**config.mk**
```make
export PLATFORM = sky130hd
export DESIGN_NAME = mxi_fifo
export DESIGN_NICKNAME = d
export VERILOG_FILES = /design/src/rtl/mxi_fifo.sv
export SDC_FILE = /design/constraint.sdc
export NUM_CORES = 1
export LEC_CHECK = 0
export BUFFER_PORTS_ARGS = -buffer_cell sky130_fd_sc_hd__buf_2
export CAP_MARGIN = 5
export CORE_ASPECT_RATIO = 1.4
export CORE_UTILIZATION = 45
export CTS_CLUSTER_DIAMETER = 30
export CTS_CLUSTER_SIZE = 30
export DETAILED_ROUTE_END_ITERATION = 12
export PLACE_DENSITY = 0.72
export SYNTH_ARGS = -nofsm -noshare
export SYNTH_HDL_FRONTEND = slang
export SYNTH_SLANG_ARGS = --single-unit
```
**constraint.sdc**
```tcl
create_clock -name clk -period 2.3 [get_ports clk]
set_clock_uncertainty 0.05 [all_clocks]
set_input_delay 0.69 -clock clk [delete_from_list [all_inputs] [get_ports clk]]
set_output_delay 0.69 -clock clk [all_outputs]
set_load 0.005 [all_outputs]
```
**src/rtl/mxi_fifo.sv**
```systemverilog
// small register queue with show-ahead read
`timescale 1ns / 1ps
`default_nettype none
module mxi_fifo #(
  parameter int WIDTH = 8,
  parameter int DEPTH = 4
) (
  input  wire logic             clk,
  input  wire logic             rst_n,
  input  wire logic             push,
  input  wire logic [WIDTH-1:0] din,
  input  wire logic             pop,
  output logic [WIDTH-1:0]      dout,
  output logic                  full,
  output logic                  empty
);
  localparam int PW = (DEPTH > 1) ? $clog2(DEPTH) : 1;
  localparam int CNTW = $clog2(DEPTH + 1);

  logic [WIDTH-1:0] mem_r [DEPTH];
  logic [PW-1:0]    wr_ptr_r, wr_ptr_nxt;
  logic [PW-1:0]    rd_ptr_r, rd_ptr_nxt;
  logic [CNTW-1:0]  count_r, count_nxt;

  assign dout  = mem_r[rd_ptr_r];
  assign full  = (count_r == CNTW'(DEPTH));
  assign empty = (count_r == '0);

  always_comb begin
    wr_ptr_nxt = wr_ptr_r;
    rd_ptr_nxt = rd_ptr_r;
    count_nxt  = count_r;
    if (push) begin
      wr_ptr_nxt = (wr_ptr_r == PW'(DEPTH - 1)) ? '0 : wr_ptr_r + PW'(1);
    end
    if (pop) begin
      rd_ptr_nxt = (rd_ptr_r == PW'(DEPTH - 1)) ? '0 : rd_ptr_r + PW'(1);
    end
    if (push && !pop) begin
      count_nxt = count_r + CNTW'(1);
    end else if (pop && !push) begin
      count_nxt = count_r - CNTW'(1);
    end
  end

  always_ff @(posedge clk) begin
    if (!rst_n) begin
      wr_ptr_r <= '0;
      rd_ptr_r <= '0;
      count_r  <= '0;
    end else begin
      wr_ptr_r <= wr_ptr_nxt;
      rd_ptr_r <= rd_ptr_nxt;
      count_r  <= count_nxt;
    end
  end

  always_ff @(posedge clk) begin
    if (push) begin
      mem_r[wr_ptr_r] <= din;
    end
  end

`ifndef SYNTHESIS
  a_no_overflow: assert property (@(posedge clk) disable iff (!rst_n) push |-> (!full || pop))
    else $error("queue written while full");
  a_no_underflow: assert property (@(posedge clk) disable iff (!rst_n) pop |-> !empty)
    else $error("queue read while empty");
  a_count_range: assert property (@(posedge clk) disable iff (!rst_n)
    count_r <= CNTW'(DEPTH))
    else $error("queue count out of range");
`endif
endmodule
`default_nettype wire

```
Word level (Yosys, flattened, before mapping). Memory sizes are Yosys's and may differ from the RTL's. A register that Yosys moved wholly into a read port is not among the register bits. Cells that the tools add are included.

Input port bits: 12. Memory bits (writable): 32. Word-level logic and storage cells: 25. Memories: 1. Output and inout bits: 10. Register bits: 7.

Mux-type cells: 8. Equal/unequal tests: 3. Add/subtract/negate cells: 4. Reduce and logical (&&, ||, !) cells: 6.

Memories: mem_r (words 4, bits a word 8, read ports 1, clocked after Yosys merged registers in 1, wr ports 1, RTL line 20) `logic [WIDTH-1:0] mem_r [DEPTH];`.

Operators with widths (number): 2-to-1 mux 2 bit (4); 2-to-1 mux 3 bit (2); adder 2 x 1 -> 2 bit (second input constant) (2); == test 2 bit (second input constant) (2); adder 3 x 1 -> 3 bit (second input constant) (1); == test 3 bit (second input constant) (1); logical NOT 3 bit (1); subtractor 3 x 1 -> 3 bit (second input constant) (1); logical AND 1 bit (2); logical NOT 1 bit (2); 2-to-1 mux 1 bit (2); nonzero test 2 bit (1).

Logic depth before layout (Yosys ltp).
Depth in word-level cells: 4. Mapped depth: 7. Gate-level depth less buffers: 7.

Least setup slack after synthesis. Ideal clock, no wire load.

Kind: input to register. From: in pop. To: reg count_r[2]. Cell stages on the path: 7. Path slack: 0.297 ns. Buffers on the path: 0. Required time: 2.180 ns. Data arrival time: 1.883 ns. Library setup time: 0.070 ns. Cell sequence: inv_1 > ha_1 > inv_1 > fa_1 > xor2_1 > or3_1 > a21boi_1.

Word-level cells in the longest chain between the ends: 3. Elaborated cells on any way between the ends: 5. Classes of those cells: mux (1); reduce/logical (4).

RTL lines: start: declaration (RTL line 12) `input wire logic pop,`; logical NOT 1 bit (RTL line 39) `if (push && !pop) begin`; logical AND 1 bit (RTL line 39); 2-to-1 mux 3 bit or nonzero test 2 bit (tied branches); end signal: assignment (RTL line 54) `count_r <= count_nxt;`; end: declaration (RTL line 23) `logic [CNTW-1:0] count_r, count_nxt;`.

Several ways; a longest one is shown, not always the timed one. A chain may end at the register's enable or synchronous reset.

==> qor.log <==
[final_layout] filler cell count in the final layout 278
[worst_setup_path] maximum fanout along the worst path 8
[synthesis] proportion of synthesized chip area in sequential cells 70.64%
[grt] aggregate global-route resource usage 14.45%
[route] via count 786
[synthesis] synthesized instance count 86
[worst_setup_path] slowest library cell on the worst path mux4_2
[grt] leftover overflow at the end of global routing 0
[route] Via density 5.104
[clocking] Longest Clk Path Bufs 2
[placement] Detailed Place HPWL 1.619 mm
[synthesis] register bit total from synthesis 41
[worst_setup_path] kind of end point of the critical path output port
[outcome] run status complete, no violations
[clocking] post-cts hold buffer count 0
[power] static leakage 0.6854 nW
[worst_setup_path] arrival time reported for the critical path endpoint 1.46 ns
[floorplan] DIE AREA 3837 µm²
[synthesis] total standard cell area after synthesis 1615 µm²
[worst_setup_path] critical path's top delay family multiplexers
[synthesis] Adder-Cell Fraction of Synth Area 5.887%
[timing] final number of hold-violating endpoints 0
[timing] Total Negative Setup Slacks 0 ns
[clocking] buffer count from post-CTS setup fixing 0
[route] first-iteration detailed-routing DRC count 28
[synthesis] number of unique standard cell types used by synthesis 20
[placement] final estimated routing congestion in global placement 0.6487
[timing] final hold slack 0.4851 ns
[synthesis] Yosys Warn Count 0
[clocking] Clock Root Buffer clkbuf_8
[route] final wirelength 2.250 mm
[timing] Final setup violation count 0
[floorplan] area of the placeable core 3410 µm²
[clocking] Worst-Skew Late Latency 0.29 ns
[synthesis] share of the synthesized netlist area taken by xor and xnor gates 1.084%
[floorplan] initial core utilization 47.38%
[clocking] CTS Buf Count 5
[final_layout] number of antenna cells inserted 0
[synthesis] largest family of logic cells by synthesized area multiplexers
[worst_setup_path] buffer and inverter count on the worst path 2
[synthesis] share of the synthesized area in compound gates (AO/OA/AOI/OAI) 1.239%
[floorplan] Cell Rows 25
[final_layout] leading cell type in the layout, fill and taps excluded edfxtp_1
[final_layout] commonest non-fill, non-tap cells in the layout 32 x edfxtp_1, 21 x buf_2, 9 x dfxtp_1
[worst_setup_path] largest stage delay on the critical path 0.52 ns
[route] DRC violations left 0
[power] power density over cell area 794.1 nW/µm²
[timing] Highest Clock Rate 454.3 MHz
[synthesis] portion of netlist area occupied by mux cells 13.63%
[timing] Slew headroom 71.92%
[route] average wire per cell in the routed design 14.61 µm
[worst_setup_path] worst endpoint required time 1.56 ns
[clocking] clock tree from TritonCTS yes
[grt] maximum number of pins on one net before global-route repair 14
[synthesis] syn_area_per_cell 18.78 µm²
[floorplan] top-level port count 22
[power] Peak VDD IR 0.6149 mV
[final_layout] total number of nets in the final design 132
[worst_setup_path] Worst setup SP type flop
[job] reported max-cap violation count 0
[timing] setup repair after global routing missed its margin false
[final_layout] area added between synthesis and finish 14.33%
[grt] number of global-route vias before repair 823
[timing] minimum clock period after layout 2.201 ns
[floorplan] height of the chip 72.89 µm
[timing] post-route fraction of the period consumed by the critical path 95.71%
[route] 1st-pass router iterations 4
[clocking] clock transition at the registers of the reported paths 0.08 ns
[worst_hold_path] worst hold path type reg -> reg
[clocking] # H-tree levels 2
[placement] IO Port Bufs 21
[clocking] number of clock sinks seen by CTS 41
[final_layout] fraction of final layout cells sized beyond drive strength 1 33.33%
[timing] Final Max Slew Viols 0
[synthesis] Synth area leader edfxtp_1
[clocking] CTS-repair resized insts 0
[synthesis] post-synth top area share 59.49%
[grt] initial antenna violation count 0
[grt] wire length of the first global-routing pass 3.726 mm
[floorplan] die span in x 52.64 µm
[worst_setup_path] cell-by-cell listing of the critical path buf_4 -> mux4_2 -> buf_2
[timing] measured slew at the worst slew-check pin 0.4212 ns
[worst_setup_path] path type of the worst setup path reg -> out
[synthesis] post-synthesis simple-gate area fraction 5.577%
[synthesis] cell types with the largest area share after synthesis edfxtp_1 59%, dfxtp_1 11%, mux4_2 11%, ha_1 4.6%, mux2i_1 2.5%
[route] Final ANT Viol Nets 0
[synthesis] Synth Net Count 105
## cell families (layout without fill, tap and decap cells)
logic type                 after synthesis  after routing
AOI/OAI and AO/OA                        3              3
xor gates and xnor gates                 2              2
adders and majority gates                7              7
buffers and inverters                    6             34
DFF                                     41             41
muxes                                   12             12
and+or+nand+nor                         15             15
## metal layers
| layer | part of all wire [%] | routed length (µm) | GRT usage (%) | up-vias |
|---|---|---|---|---|
| met3 | 5.4 | 121 | 5.833 | 7 |
| met5 | 0 | 0 | 0 | - |
| met4 | 2.5 | 57 | 7.895 | 0 |
| met2 | 54 | 1218 | 24.89 | 22 |
| met1 | 38 | 854 | 14.31 | 381 |
| li1 | - | - | - | 376 |
## state kept, by name, summed over array words and instances (netlist names), named ones only
signal / flops
wr_ptr_r: 2
count_r: 3
mem_r: 32
rd_ptr_r: 2
## worst paths after layout
path               from    endpoint  slack (ns)  cells past startpoint
min reg2reg  count_r[2]  count_r[2]        0.49                      2
min          count_r[2]  count_r[2]        0.49                      2
max reg2reg  count_r[0]  count_r[2]        0.75                      4
max                flop     dout[5]         0.1                      3
## per-stage QoR
stage	std cells	total power, mW	area (µm²)	utilization (%)	setup slack, ns
2_1_floorplan	86	0.9834	1615	-	0.2973
3_3_place_gp	146	1.041	1762	51.67	0.1455
3_5_place_dp	146	1.048	1762	51.67	0.04863
4_1_cts	154	1.488	1847	54.17	0.07278
5_1_grt	154	1.542	1847	54.17	0.02866
6_report	154	1.467	1847	54.17	0.09865
## synth_stat cells
cell and n:
inv_1 4, nor2b_1 5, nor3b_1 1, nor2_1 1
xnor2_1 1, mux4_2 8, o21a_1 1, a21boi_1 1
nor3_1 2, fa_1 1, or3_1 1, dfxtp_1 9
clkbuf_2 1, and2_1 5, buf_6 1, edfxtp_1 32
xor2_1 1, mux2i_1 4, ha_1 6, o21ai_0 1
## cell type report
class	count	area [µm²]	area share (%)
Clock inverter	3	16.27	0.8808
Inverter	4	15.01	0.8130
Sequential cell	41	1141	61.79
Timing Repair Buffer	22	112.6	6.098
Tap cell	40	50.05	2.710
Clock buffer	5	68.82	3.726
Multi-Input combinational cell	39	442.9	23.98
## power by group
part           leakage, nW  switching, mW  internal (mW)
Combinational        0.269         0.0734         0.0870
Sequential           0.368         0.0252          0.842
Clock               0.0482          0.229          0.210
## tightest hold or removal path: stages, from the launching register on
cell,delay (ns)
dfxtp_1,0.33
o21ai_0,0.08
a21boi_1,0.07
Power figures use the tool's default switching activity.
